## src/kdc_pkg.sv

```systemverilog
package kdc_pkg;

  // Field widths.
  localparam int unsigned NIBBLE_W = 4;
  localparam int unsigned KEY_W    = 4;
  localparam int unsigned SEG_W    = 8;

  typedef logic [KEY_W-1:0] key_t;
  typedef logic [SEG_W-1:0] seg_t;

  // Key codes: 0 to 9 are the digits themselves.
  localparam key_t KEY_ADD  = 4'd10;
  localparam key_t KEY_SUB  = 4'd11;
  localparam key_t KEY_NONE = 4'd15;
  localparam key_t KEY_MAX_DIGIT = 4'd9;

  // Segment patterns that are not digits.
  localparam seg_t SEG_BLANK = 8'h00;
  localparam seg_t SEG_MINUS = 8'h40;

  // Key legends of the three keypad columns, indexed by row bit.
  localparam key_t LEFT_KEYS   [NIBBLE_W] = '{4'd1, 4'd4, 4'd7, KEY_ADD};
  localparam key_t MIDDLE_KEYS [NIBBLE_W] = '{4'd2, 4'd5, 4'd8, 4'd0};
  localparam key_t RIGHT_KEYS  [NIBBLE_W] = '{4'd3, 4'd6, 4'd9, KEY_SUB};

  // Display update produced by the entry sequencer for one poll.
  typedef struct packed {
    logic changed;
    seg_t seg_first;
    seg_t seg_second;
  } disp_upd_t;

  // Seven-segment pattern of one decimal digit.
  function automatic seg_t digit_seg(input key_t digit);
    seg_t seg;
    begin
      case (digit)
        4'd0:    seg = 8'h3F;
        4'd1:    seg = 8'h06;
        4'd2:    seg = 8'h5B;
        4'd3:    seg = 8'h4F;
        4'd4:    seg = 8'h66;
        4'd5:    seg = 8'h6D;
        4'd6:    seg = 8'h7D;
        4'd7:    seg = 8'h07;
        4'd8:    seg = 8'h7F;
        4'd9:    seg = 8'h6F;
        default: seg = SEG_BLANK;
      endcase
      return seg;
    end
  endfunction

endpackage

```

## src/kdc_if.sv

```systemverilog
// Keypad poll channel: three column nibbles per request.
interface kdc_in_if;
  logic                          valid;
  logic                          ready;
  logic [kdc_pkg::NIBBLE_W-1:0]  left_column_keys;
  logic [kdc_pkg::NIBBLE_W-1:0]  middle_column_keys;
  logic [kdc_pkg::NIBBLE_W-1:0]  right_column_keys;

  modport source (output valid, left_column_keys, middle_column_keys, right_column_keys,
                  input ready);
  modport sink   (input valid, left_column_keys, middle_column_keys, right_column_keys,
                  output ready);
endinterface

// Display channel: change flag and four segment bytes per request.
interface kdc_out_if;
  logic                 valid;
  logic                 ready;
  logic                 display_changed;
  kdc_pkg::seg_t        segments_first;
  kdc_pkg::seg_t        segments_second;
  kdc_pkg::seg_t        segments_third;
  kdc_pkg::seg_t        segments_fourth;

  modport source (output valid, display_changed, segments_first, segments_second,
                  segments_third, segments_fourth, input ready);
  modport sink   (input valid, display_changed, segments_first, segments_second,
                  segments_third, segments_fourth, output ready);
endinterface

```

## src/keypad_digit_calculator.sv

```systemverilog
// Keypad digit calculator. Each input request is one keypad poll and gives exactly
// one output request with the change flag and the four segment bytes of the display.
// A poll is captured in an input register, decoded and run through the entry
// sequencer once the output register is free, and lands in the output register;
// one poll is accepted every cycle while the output side keeps taking results.
// A stalled output holds its result; the input register then fills and ready drops
// until the output drains. The third and fourth display positions are
// always blank.
module keypad_digit_calculator (
  input  logic      clk,
  input  logic      rst_n,
  kdc_in_if.sink    in_chan,
  kdc_out_if.source out_chan
);

  logic                         s1_valid_r, s1_valid_nxt;
  logic [kdc_pkg::NIBBLE_W-1:0] s1_left_r, s1_middle_r, s1_right_r;
  logic                         out_valid_r, out_valid_nxt;
  logic                         changed_r, changed_nxt;
  kdc_pkg::seg_t                first_r, first_nxt;
  kdc_pkg::seg_t                second_r, second_nxt;

  logic               s1_adv;
  logic               in_take;
  logic               step_en;
  kdc_pkg::key_t      key;
  kdc_pkg::disp_upd_t upd;

  // Handshake: the poll stage moves on whenever the output register is free.
  assign s1_adv       = !out_valid_r || out_chan.ready;
  assign in_chan.ready = !s1_valid_r || s1_adv;
  assign in_take      = in_chan.valid && in_chan.ready;
  assign step_en      = s1_valid_r && s1_adv;

  assign s1_valid_nxt  = in_take || (s1_valid_r && !s1_adv);
  assign out_valid_nxt = s1_adv ? s1_valid_r : out_valid_r;

  // Input register.
  always_ff @(posedge clk) begin
    if (!rst_n) begin
      s1_valid_r <= 1'b0;
    end else begin
      s1_valid_r <= s1_valid_nxt;
    end
  end

  always_ff @(posedge clk) begin
    if (in_take) begin
      s1_left_r   <= in_chan.left_column_keys;
      s1_middle_r <= in_chan.middle_column_keys;
      s1_right_r  <= in_chan.right_column_keys;
    end
  end

  kdc_key_decode u_decode (
    .left_keys   (s1_left_r),
    .middle_keys (s1_middle_r),
    .right_keys  (s1_right_r),
    .key         (key)
  );

  kdc_entry_seq u_seq (
    .clk     (clk),
    .rst_n   (rst_n),
    .step_en (step_en),
    .key     (key),
    .upd     (upd)
  );

  // Output register; its segment bytes are also the held display contents.
  always_comb begin
    changed_nxt = changed_r;
    first_nxt   = first_r;
    second_nxt  = second_r;
    if (step_en) begin
      changed_nxt = upd.changed;
      if (upd.changed) begin
        first_nxt  = upd.seg_first;
        second_nxt = upd.seg_second;
      end
    end
  end

  always_ff @(posedge clk) begin
    if (!rst_n) begin
      out_valid_r <= 1'b0;
      changed_r   <= 1'b0;
      first_r     <= kdc_pkg::SEG_BLANK;
      second_r    <= kdc_pkg::SEG_BLANK;
    end else begin
      out_valid_r <= out_valid_nxt;
      changed_r   <= changed_nxt;
      first_r     <= first_nxt;
      second_r    <= second_nxt;
    end
  end

  assign out_chan.valid           = out_valid_r;
  assign out_chan.display_changed = changed_r;
  assign out_chan.segments_first  = first_r;
  assign out_chan.segments_second = second_r;
  assign out_chan.segments_third  = kdc_pkg::SEG_BLANK;
  assign out_chan.segments_fourth = kdc_pkg::SEG_BLANK;

endmodule

```

## src/kdc_key_decode.sv

```systemverilog
module kdc_key_decode (
  input  logic [kdc_pkg::NIBBLE_W-1:0] left_keys,
  input  logic [kdc_pkg::NIBBLE_W-1:0] middle_keys,
  input  logic [kdc_pkg::NIBBLE_W-1:0] right_keys,
  output kdc_pkg::key_t                key
);

  // Priority decode: scan from lowest to highest priority so the last hit wins.
  // Left column beats middle beats right; within a column the lower bit wins.
  always_comb begin
    key = kdc_pkg::KEY_NONE;
    for (int i = kdc_pkg::NIBBLE_W - 1; i >= 0; i--) begin
      if (right_keys[i]) begin
        key = kdc_pkg::RIGHT_KEYS[i];
      end
    end
    for (int i = kdc_pkg::NIBBLE_W - 1; i >= 0; i--) begin
      if (middle_keys[i]) begin
        key = kdc_pkg::MIDDLE_KEYS[i];
      end
    end
    for (int i = kdc_pkg::NIBBLE_W - 1; i >= 0; i--) begin
      if (left_keys[i]) begin
        key = kdc_pkg::LEFT_KEYS[i];
      end
    end
  end

endmodule

```

## src/kdc_entry_seq.sv

```systemverilog
module kdc_entry_seq (
  input  logic                clk,
  input  logic                rst_n,
  input  logic                step_en,
  input  kdc_pkg::key_t       key,
  output kdc_pkg::disp_upd_t  upd
);

  typedef enum logic [1:0] {
    STEP_FIRST  = 2'd0,
    STEP_OPER   = 2'd1,
    STEP_SECOND = 2'd2
  } step_t;

  step_t          step_r, step_nxt;
  kdc_pkg::key_t  operand_r, operand_nxt;
  logic           sub_r, sub_nxt;
  kdc_pkg::key_t  prev_key_r;

  logic           press;
  logic           is_digit;
  logic           is_oper;
  logic           neg;
  kdc_pkg::key_t  mag;
  logic [kdc_pkg::KEY_W:0] sum;
  kdc_pkg::disp_upd_t single_upd;
  kdc_pkg::disp_upd_t outcome_upd;

  // Press edge: a real key that differs from the previous poll.
  assign press    = (key != kdc_pkg::KEY_NONE) && (key != prev_key_r);
  assign is_digit = (key <= kdc_pkg::KEY_MAX_DIGIT);
  assign is_oper  = (key == kdc_pkg::KEY_ADD) || (key == kdc_pkg::KEY_SUB);

  // Single digit shown alone in the first position.
  always_comb begin
    single_upd.changed    = 1'b1;
    single_upd.seg_first  = kdc_pkg::digit_seg(key);
    single_upd.seg_second = kdc_pkg::SEG_BLANK;
  end

  // Arithmetic outcome of first operand and the key as second operand.
  assign neg = (operand_r < key);
  assign mag = neg ? (key - operand_r) : (operand_r - key);
  assign sum = {1'b0, operand_r} + {1'b0, key};

  always_comb begin
    outcome_upd.changed    = 1'b1;
    outcome_upd.seg_second = kdc_pkg::SEG_BLANK;
    if (sub_r) begin
      if (neg) begin
        outcome_upd.seg_first  = kdc_pkg::SEG_MINUS;
        outcome_upd.seg_second = kdc_pkg::digit_seg(mag);
      end else begin
        outcome_upd.seg_first  = kdc_pkg::digit_seg(mag);
      end
    end else if (sum > {1'b0, kdc_pkg::KEY_MAX_DIGIT}) begin
      // Sum of two digits stays below 20, so the tens digit is one.
      outcome_upd.seg_first  = kdc_pkg::digit_seg(kdc_pkg::key_t'(1));
      outcome_upd.seg_second = kdc_pkg::digit_seg(kdc_pkg::key_t'(sum - 5'd10));
    end else begin
      outcome_upd.seg_first  = kdc_pkg::digit_seg(sum[kdc_pkg::KEY_W-1:0]);
    end
  end

  // Entry sequence: first operand, operator, second operand.
  always_comb begin
    step_nxt    = step_r;
    operand_nxt = operand_r;
    sub_nxt     = sub_r;
    upd         = '0;
    if (press) begin
      unique case (step_r)
        STEP_SECOND: begin
          if (is_digit) begin
            upd      = outcome_upd;
            step_nxt = STEP_FIRST;
          end
        end
        STEP_OPER: begin
          if (is_oper) begin
            sub_nxt     = (key == kdc_pkg::KEY_SUB);
            upd.changed = 1'b1;
            step_nxt    = STEP_SECOND;
          end else if (is_digit) begin
            operand_nxt = key;
            upd         = single_upd;
          end
        end
        default: begin
          // The unused step code acts as the first step.
          if (is_digit) begin
            operand_nxt = key;
            upd         = single_upd;
            step_nxt    = STEP_OPER;
          end
        end
      endcase
    end
  end

  // Sequencer state, advanced once per processed poll.
  always_ff @(posedge clk) begin
    if (!rst_n) begin
      step_r     <= STEP_FIRST;
      operand_r  <= '0;
      sub_r      <= 1'b0;
      prev_key_r <= kdc_pkg::KEY_NONE;
    end else if (step_en) begin
      step_r     <= step_nxt;
      operand_r  <= operand_nxt;
      sub_r      <= sub_nxt;
      prev_key_r <= key;
    end
  end

endmodule

```

## src/flat_wrapper.sv

```systemverilog
// flat-port wrapper written by rule: the top's interface ports become plain ports
module keypad_digit_calculator_flat 
  (clk, rst_n, in_chan_valid, in_chan_left_column_keys, in_chan_middle_column_keys, in_chan_right_column_keys, in_chan_ready, out_chan_valid, out_chan_display_changed, out_chan_segments_first, out_chan_segments_second, out_chan_segments_third, out_chan_segments_fourth, out_chan_ready);
  kdc_in_if in_chan_i ();
  kdc_out_if out_chan_i ();
  input  logic clk;
  input  logic rst_n;
  input wire logic [$bits(in_chan_i.valid)-1:0] in_chan_valid;
  input wire logic [$bits(in_chan_i.left_column_keys)-1:0] in_chan_left_column_keys;
  input wire logic [$bits(in_chan_i.middle_column_keys)-1:0] in_chan_middle_column_keys;
  input wire logic [$bits(in_chan_i.right_column_keys)-1:0] in_chan_right_column_keys;
  output wire logic [$bits(in_chan_i.ready)-1:0] in_chan_ready;
  output wire logic [$bits(out_chan_i.valid)-1:0] out_chan_valid;
  output wire logic [$bits(out_chan_i.display_changed)-1:0] out_chan_display_changed;
  output wire logic [$bits(out_chan_i.segments_first)-1:0] out_chan_segments_first;
  output wire logic [$bits(out_chan_i.segments_second)-1:0] out_chan_segments_second;
  output wire logic [$bits(out_chan_i.segments_third)-1:0] out_chan_segments_third;
  output wire logic [$bits(out_chan_i.segments_fourth)-1:0] out_chan_segments_fourth;
  input wire logic [$bits(out_chan_i.ready)-1:0] out_chan_ready;
  assign in_chan_i.valid = in_chan_valid;
  assign in_chan_i.left_column_keys = in_chan_left_column_keys;
  assign in_chan_i.middle_column_keys = in_chan_middle_column_keys;
  assign in_chan_i.right_column_keys = in_chan_right_column_keys;
  assign in_chan_ready = in_chan_i.ready;
  assign out_chan_valid = out_chan_i.valid;
  assign out_chan_display_changed = out_chan_i.display_changed;
  assign out_chan_segments_first = out_chan_i.segments_first;
  assign out_chan_segments_second = out_chan_i.segments_second;
  assign out_chan_segments_third = out_chan_i.segments_third;
  assign out_chan_segments_fourth = out_chan_i.segments_fourth;
  assign out_chan_i.ready = out_chan_ready;
  keypad_digit_calculator u_core (.clk(clk), .rst_n(rst_n), .in_chan(in_chan_i), .out_chan(out_chan_i));
endmodule
```

## config.mk

```make
export PLATFORM = sky130hd
export DESIGN_NAME = keypad_digit_calculator_flat
export DESIGN_NICKNAME = d
export VERILOG_FILES = /design/src/kdc_pkg.sv /design/src/kdc_if.sv /design/src/keypad_digit_calculator.sv /design/src/kdc_key_decode.sv /design/src/kdc_entry_seq.sv /design/src/flat_wrapper.sv
export SDC_FILE = /design/constraint.sdc
export NUM_CORES = 1
export LEC_CHECK = 0
export ABC_AREA = 1
export BUFFER_PORTS_ARGS = -buffer_cell sky130_fd_sc_hd__clkbuf_2
export CAP_MARGIN = 30
export CORE_UTILIZATION = 28
export DETAILED_ROUTE_END_ITERATION = 6
export GPL_ROUTABILITY_DRIVEN = 0
export GPL_TIMING_DRIVEN = 1
export HOLD_SLACK_MARGIN = 0.1
export PLACE_DENSITY_LB_ADDON = 0.25
export SYNTH_ARGS = -nofsm -noshare
export SYNTH_HDL_FRONTEND = slang
export SYNTH_SLANG_ARGS = --single-unit
```

## constraint.sdc

```tcl
create_clock -name clk -period 2.9 [get_ports clk]
set_clock_uncertainty 0.05 [all_clocks]
set_input_delay 0.58 -clock clk [delete_from_list [all_inputs] [get_ports clk]]
set_output_delay 0.58 -clock clk [all_outputs]
set_load 0.02 [all_outputs]
```

---- Yosys cells after proc, flatten, opt, wreduce, memory -nomap -nowiden ----
Memories as Yosys holds them, arrays and structs flattened.
Index checks and enable logic that the tools add are counted.
word-level totals
  latch bits .............................. 0
  memories kept ........................... 5
  memory bits (writable) .................. 0
  bits in read-only memories .............. 560
  bits in registers ....................... 42
  logic and storage cells ................. 81
memory list
  memory            depth  width  read ports  clocked after Yosys merged registers in  write ports  line           source
  (name not given)  16     7      1           0                                        0            kdc_pkg.sv:37  case (digit)
  (name not given)  16     7      1           0                                        0            kdc_pkg.sv:37
  (name not given)  16     7      1           0                                        0            kdc_pkg.sv:37
  (name not given)  16     7      1           0                                        0            kdc_pkg.sv:37
  (name not given)  16     7      1           0                                        0            kdc_pkg.sv:37
cells by class
  reduce and logical (&&, ||, !) cells .... 16
  multiply operators ...................... 0
  bitwise logic cells ..................... 1
  magnitude comparators ................... 3
  $add $sub $neg .......................... 4
  muxes and demuxes ....................... 31
  shift-type cells ........................ 0
  divide/modulo/power cells ............... 0
  equal/unequal tests ..................... 9
operators with widths
  operator                                                       number
  two-way mux 4 bit                                              14
  two-way mux 17 bit                                             3
  one-hot mux 17 bit (2 select lines)                            1
  two-way mux 16 bit                                             2
  two-way mux 8 bit                                              4
  == test 4 bit, second input constant                           2
  one-hot mux 4 bit (2 select lines)                             1
  AND reduction 4 bit                                            2
  subtractor 4 bit                                               2
  two-way mux 2 bit                                              3
  != test 2 bit, second input constant                           3
  adder 4 x 4 -> 5 bit                                           1
  greater-than comparator 5 x 4 -> 1 bit, second input constant  1
  AND reduction 5 bit                                            1
  less-or-equal comparator 4 bit, second input constant          1
  logical AND 1 bit                                              4
  logical OR 1 bit                                               4
  < comparator 4 bit                                             1
  != test 4 bit                                                  1
  != test 4 bit, second input constant                           1
  one-hot mux 2 bit (2 select lines)                             1
  subtractor 4 bit, second input constant                        1
  zero test 1 bit                                                3
  two-way mux 3 bit                                              1
  6 further kinds                                                6

---- Logic depth before layout (Yosys ltp) ----
An unclocked memory read counts as a cell.
  depth in word-level cells ............... 21
  gate-level depth with buffers ........... 27
  gate-level depth less buffers ........... 27

---- Cells and area by module ----
Synthesis repeated with hierarchy kept, for this count alone.
unflattened totals
  cells, all modules ...................... 584
  area, all modules ....................... 3920.0 µm²
modules (own cells, without submodules)
  module                   seq. area each (µm²)  instances  cells an instance  area each (µm²)
  kdc_entry_seq            220.2                 1          368                2313.5
  keypad_digit_calculator  740.7                 1          182                1455.1
  kdc_key_decode           0.0                   1          34                 151.4

---- Worst setup path after synthesis ----
No wires, ideal clock.
  kind .................................... reg-to-reg
  start ................................... register u_core.s1_right_r[0] (netlist name)
  end ..................................... register u_core.first_r[0], in the netlist u_core.out_chan.segments_first[0]
  cell stages (with the launch flop) ...... 24
  arrival ................................. 3.106 ns
  setup slack ............................. -0.321 ns
  required time ........................... 2.785 ns
  setup time .............................. 0.065 ns
  buffers on the path ..................... 0
  cells stage by stage .................... edfxtp_1 -> inv_1 -> nand2_1 -> nand2_1 -> nand2_1 -> nand2_1 -> nand2_1 -> nand2_1 -> nand2_1 -> ha_1 -> fa_1 -> inv_1 -> ha_1 -> nand2_1 -> nand2_1 -> nand2_1 -> inv_1 -> nand2_1 -> nand2_1 -> nor2_1 -> o311ai_0 -> a21oi_1 -> nor2_1 -> nor2_1
between the ends
  word-level cells in the longest chain between the ends .. 17
  elaborated cells on any way between the ends .. 35
  those cells by class .................... add/sub: 3; order compare: 3; eq/ne: 4; mux: 19; reduce/logical: 3; memory: 3
ends and longest elaborated chain
  element                                                        line                                      source
  from (decl)                                                    keypad_digit_calculator.sv:17             logic [kdc_pkg::NIBBLE_W-1:0] s1_left_r, s1_middle_r, s1_right_r;
  from (signal assigned)                                         keypad_digit_calculator.sv:51             s1_right_r <= in_chan.right_column_keys;
  two-way mux 4 bit *                                            kdc_key_decode.sv:13                      if (right_keys[i]) begin
  two-way mux 4 bit * (4 in series)                              kdc_key_decode.sv:18                      if (middle_keys[i]) begin
  two-way mux 4 bit * (4 in series)                              kdc_key_decode.sv:23                      if (left_keys[i]) begin
  via u_core.key[0]                                              keypad_digit_calculator.sv:26             kdc_pkg::key_t key;
  subtractor 4 bit / < comparator 4 bit (equally long branches)  kdc_entry_seq.sv:43, kdc_entry_seq.sv:42
  two-way mux 4 bit                                              kdc_entry_seq.sv:43                       assign mag = neg ? (key - operand_r) : (operand_r - key);
  memory read (16 x 7 bit)                                       n/a
  two-way mux 8 bit                                              kdc_entry_seq.sv:50                       if (neg) begin
  two-way mux 16 bit                                             kdc_entry_seq.sv:49                       if (sub_r) begin
  two-way mux 17 bit                                             kdc_entry_seq.sv:74                       if (is_digit) begin
  one-hot mux 17 bit (2 select lines)                            kdc_entry_seq.sv:72                       unique case (step_r)
  two-way mux 17 bit *                                           kdc_entry_seq.sv:71                       if (press) begin
  to (signal assigned)                                           keypad_digit_calculator.sv:88             first_r <= kdc_pkg::SEG_BLANK;
  to (signal assigned)                                           keypad_digit_calculator.sv:93             first_r <= first_nxt;
  to (decl)                                                      keypad_digit_calculator.sv:20             kdc_pkg::seg_t first_r, first_nxt;
The timed path passes the listed nets; every way through them passes the cells marked *.
A chain may end at the register's enable or synchronous reset.

---- Worst setup path in the final report ----
  start ................................... register u_core.s1_middle_r[2] (netlist name)
  end ..................................... register u_core.second_r[3], in the netlist u_core.out_chan.segments_second[3]
between the ends
  word-level cells in the longest chain between the ends .. 15
  elaborated cells on any way between the ends .. 33
  those cells by class .................... add/sub: 4; order compare: 3; eq/ne: 4; mux: 17; reduce/logical: 3; memory: 2
ends and longest elaborated chain
  element                                                       line                                      source
  from (decl)                                                   keypad_digit_calculator.sv:17
  from (signal assigned)                                        keypad_digit_calculator.sv:50             s1_middle_r <= in_chan.middle_column_keys;
  two-way mux 4 bit * (3 in series)                             kdc_key_decode.sv:18
  two-way mux 4 bit * (4 in series)                             kdc_key_decode.sv:23
  via u_core.key[1]                                             keypad_digit_calculator.sv:26
  adder 4 x 4 -> 5 bit, or another cell as far along            kdc_entry_seq.sv:44                       assign sum = {1'b0, operand_r} + {1'b0, key};
  subtractor 4 bit / two-way mux 4 bit (equally long branches)  kdc_entry_seq.sv:59, kdc_entry_seq.sv:43
  memory read (16 x 7 bit)                                      n/a
  two-way mux 8 bit (on tied branches)                          kdc_entry_seq.sv:56, kdc_entry_seq.sv:50
  two-way mux 16 bit                                            kdc_entry_seq.sv:49
  two-way mux 17 bit                                            kdc_entry_seq.sv:74
  one-hot mux 17 bit (2 select lines)                           kdc_entry_seq.sv:72
  two-way mux 17 bit *                                          kdc_entry_seq.sv:71
  to (signal assigned)                                          keypad_digit_calculator.sv:89             second_r <= kdc_pkg::SEG_BLANK;
  to (signal assigned)                                          keypad_digit_calculator.sv:94             second_r <= second_nxt;
  to (decl)                                                     keypad_digit_calculator.sv:21             kdc_pkg::seg_t second_r, second_nxt;
Marks and branches as above.

==> impl_metrics.yaml <==
worst_setup_path:
  end_kind: "flop"
  cp_max_fo: 5
  crit_slowest_cell: "fa_1"
  cpMostUsedCell: "buf_4"
  cp.arrival_ns: 3.19
  worst_ep_required_time_ns: 3.05
  startpoint_type: "flop"
  worstPathCellList: "nor2_2 -> buf_4 -> buf_4 -> buf_4 -> nand3_2 -> nand2_2 -> nand2_2 -> inv_2 -> buf_4 -> fa_1 -> o21ai_4 -> inv_2 -> ha_4 -> nand2_2 -> o211ai_1 -> nand3_1 -> nand2_1 -> nand3_1 -> a21oi_1"
  slowest_delay_ns: 0.45
  rrSetupSlack_ns: -0.13
  worstSetupPathType: "reg -> reg"
die:
  die_h_um: 112
  io_pins: 51
  dieArea_sq_um: 12700
  start_util_pct: 29.3
  core_area_sq_um: 11700
  rows: 39
  die_width_um: 112
cells_and_area:
  synthToLayoutAreaGrowth_pct: 34.3
  drive_gt1_share_pct: 32.9
  layout.cells.most_common: "nand2_1"
  num-nets-final: 642
  final_cell_mix: "nand2_1, buf_4, inv_1"
  n_antenna_cell: 0
  fin_area_sq_um: 4590
  nFillCells: 1232
synth:
  ys_warn_count: 0
  seq_area_frac_synth_pct: 26.9
  ys_ff_latch: 40
  synth_area_sq_um: 3420
  ys_types: 41
  netlist_instances: 498
  synth_top_area_cell: "dfxtp_1"
  synth.avg_cell_area_sq_um: 6.86
  yosys-top-cells-area: "dfxtp_1, nand2_1, ha_1"
  synth_top_area_share_pct: 16.4
timing:
  drv_slew: 0
  setup-violations-final: 14
  fin_crit_sh_pct: 105
  finalHoldViolations: 0
  max_freq_ghz: 0.330
  timing.slew.headroom_pct: 62.9
  finalCriticalPeriod_ns: 3.03
  fin_setup_tns_ns: -1.28
  setup_slack_ns: -0.134
  rsz0062_at_grt: "true"
  worst_pin_slew_ns: 0.553
global_routing:
  grt_max_degree: 19
  grt_first_pass_wirelength_um: 14600
  antenna_found_initial: 0
  gr-total-overflow: 0
  grt_pass1_vias: 3329
  grt_usage_pct: 14.4
pwr:
  vdd_drop_max_mv: 0.232
  powerDensity_nw_per_um2: 495
  p_leak_uw: 0.00222
  power.total_uw: 2270
clock_network:
  clk_pin_slew_ns: 0.06
  h-tree-depth: 2
  cts_tree: "built"
  clk_latency_ns: 0.28
  cts_buffers: 5
  clk_path_buf_depth: 2
  ctsHoldBuffers: 0
  root_buffer: "clkbuf_16"
  cts.sinks: 40
drt:
  wl_per_cell_um: 11.9
  first_pass_iters: 4
  via_count: 3395
  wl_um: 8680
  drt_iter0_drc: 114
  via_per_inst: 4.66
  ant_nets: 0
  drc: 0
hold_path:
  hold_path.class: "reg -> reg"
placement:
  placed_area_sq_um: 4040
  hpwl_um: 6870
  place.port_buffers: 32
run:
  max_cap_violations: 0
status:
  status: "finished with violations"
  violations: "setup timing"
-- synth_stat cells, drive strengths merged --
library cell,n
conb,1
ha,38
nand2,144
o21bai,2
o22ai,1
clkbuf,4
nand4,3
xnor2,1
or2,2
a21boi,1
o21ai,32
buf,23
nand3,38
o211ai,6
nand3b,3
fa,3
nor2,51
nor3,4
dfxtp,28
and3,1
clkinv,1
inv,63
a21oi,35
o311ai,1
edfxtp,12
-- metrics by stage --
stage               instances  worst slack [ns]  hold slack, ns  util [%]
global placement          709            -0.208           0.408      34.6
floorplan                 515           0.00353           0.406         -
global route              729            -0.366           0.405      39.4
finish                    729            -0.134           0.413      39.4
detailed placement        709            -0.257           0.407      34.6
CTS                       725            -0.137           0.408      38.3
-- repair_timing --
item                       4_1_cts  5_1_grt
pin swaps                       41       31
setup endpoints to repair       14       18
buffers inserted                 8        4
resized for setup               54       28
hold endpoints to repair         0        0
-- where the power goes --
part           leakage, uW  internal [uW]  switching [uW]
Clock            0.0000804            409             239
Combinational      0.00179            400             587
Sequential        0.000347            612            26.0
-- critical path: cells and delay by family (launching register included) --
kind / cells / cell delay (ns)
buf+inv: 6 / 0.60
fa+ha+maj: 2 / 0.72
flops: 1 / 0.40
compound gates: 3 / 0.47
simple gates: 8 / 0.71
-- layer usage --
| metal | share of wire [%] | vias to the layer above | track usage (%) |
|---|---|---|---|
| met5 | 0 | - | 0 |
| met4 | 1.8 | 0 | 4.98 |
| met3 | 2.8 | 12 | 2.48 |
| met2 | 51 | 71 | 26.6 |
| met1 | 44 | 1569 | 16.6 |
| li1 | - | 1743 | - |
-- cells by family (layout without fill, tap and decap cells) --
family,count (synthesis),in the layout,share of synthesized area (%)
AOI/OAI and AO/OA,78,78,12.3
xor gates and xnor gates,1,1,0.256
buffers and inverters,91,162,12.6
and+or+nand+nor,246,246,32.1
other,1,18,0.110
adders and majority gates,41,41,15.7
DFF,40,40,26.9
-- state kept, by name (all words and copies together) (netlist names) --
| signal | flops |
|---|---|
| u_core.out_chan.segments_first | 7 |
| u_core.out_chan.segments_second | 7 |
| u_core.s1_left_r | 4 |
| u_core.s1_middle_r | 4 |
| u_core.s1_right_r | 4 |
| u_core.u_seq.operand_r | 4 |
| u_core.u_seq.prev_key_r | 4 |
| u_core.u_seq.step_r | 2 |
| u_core.out_chan.display_changed | 1 |
| u_core.out_chan.valid | 1 |
| u_core.s1_valid_r | 1 |
| u_core.u_seq.sub_r | 1 |
-- worst paths after layout --
check | from | to | cells past startpoint
max | u_core.s1_middle_r[2] | u_core.out_chan.segments_second[3] | 19
min | u_core.out_chan.display_changed | u_core.out_chan.display_changed | 2
max reg2reg | u_core.s1_middle_r[2] | u_core.out_chan.segments_second[3] | 19
min reg2reg | u_core.out_chan.display_changed | u_core.out_chan.display_changed | 2
-- final cells by class --
type	instances	area [sq um]	area share [%]
repair buffers	90	611	13.3
flip-flops and latches	40	921	20.1
inverters	64	245	5.34
clock inverters	3	46.3	1.01
well taps	143	179	3.90
multi-input cells	384	2460	53.7
clock buffers	5	125	2.73
Power figures use the tool's default switching activity.
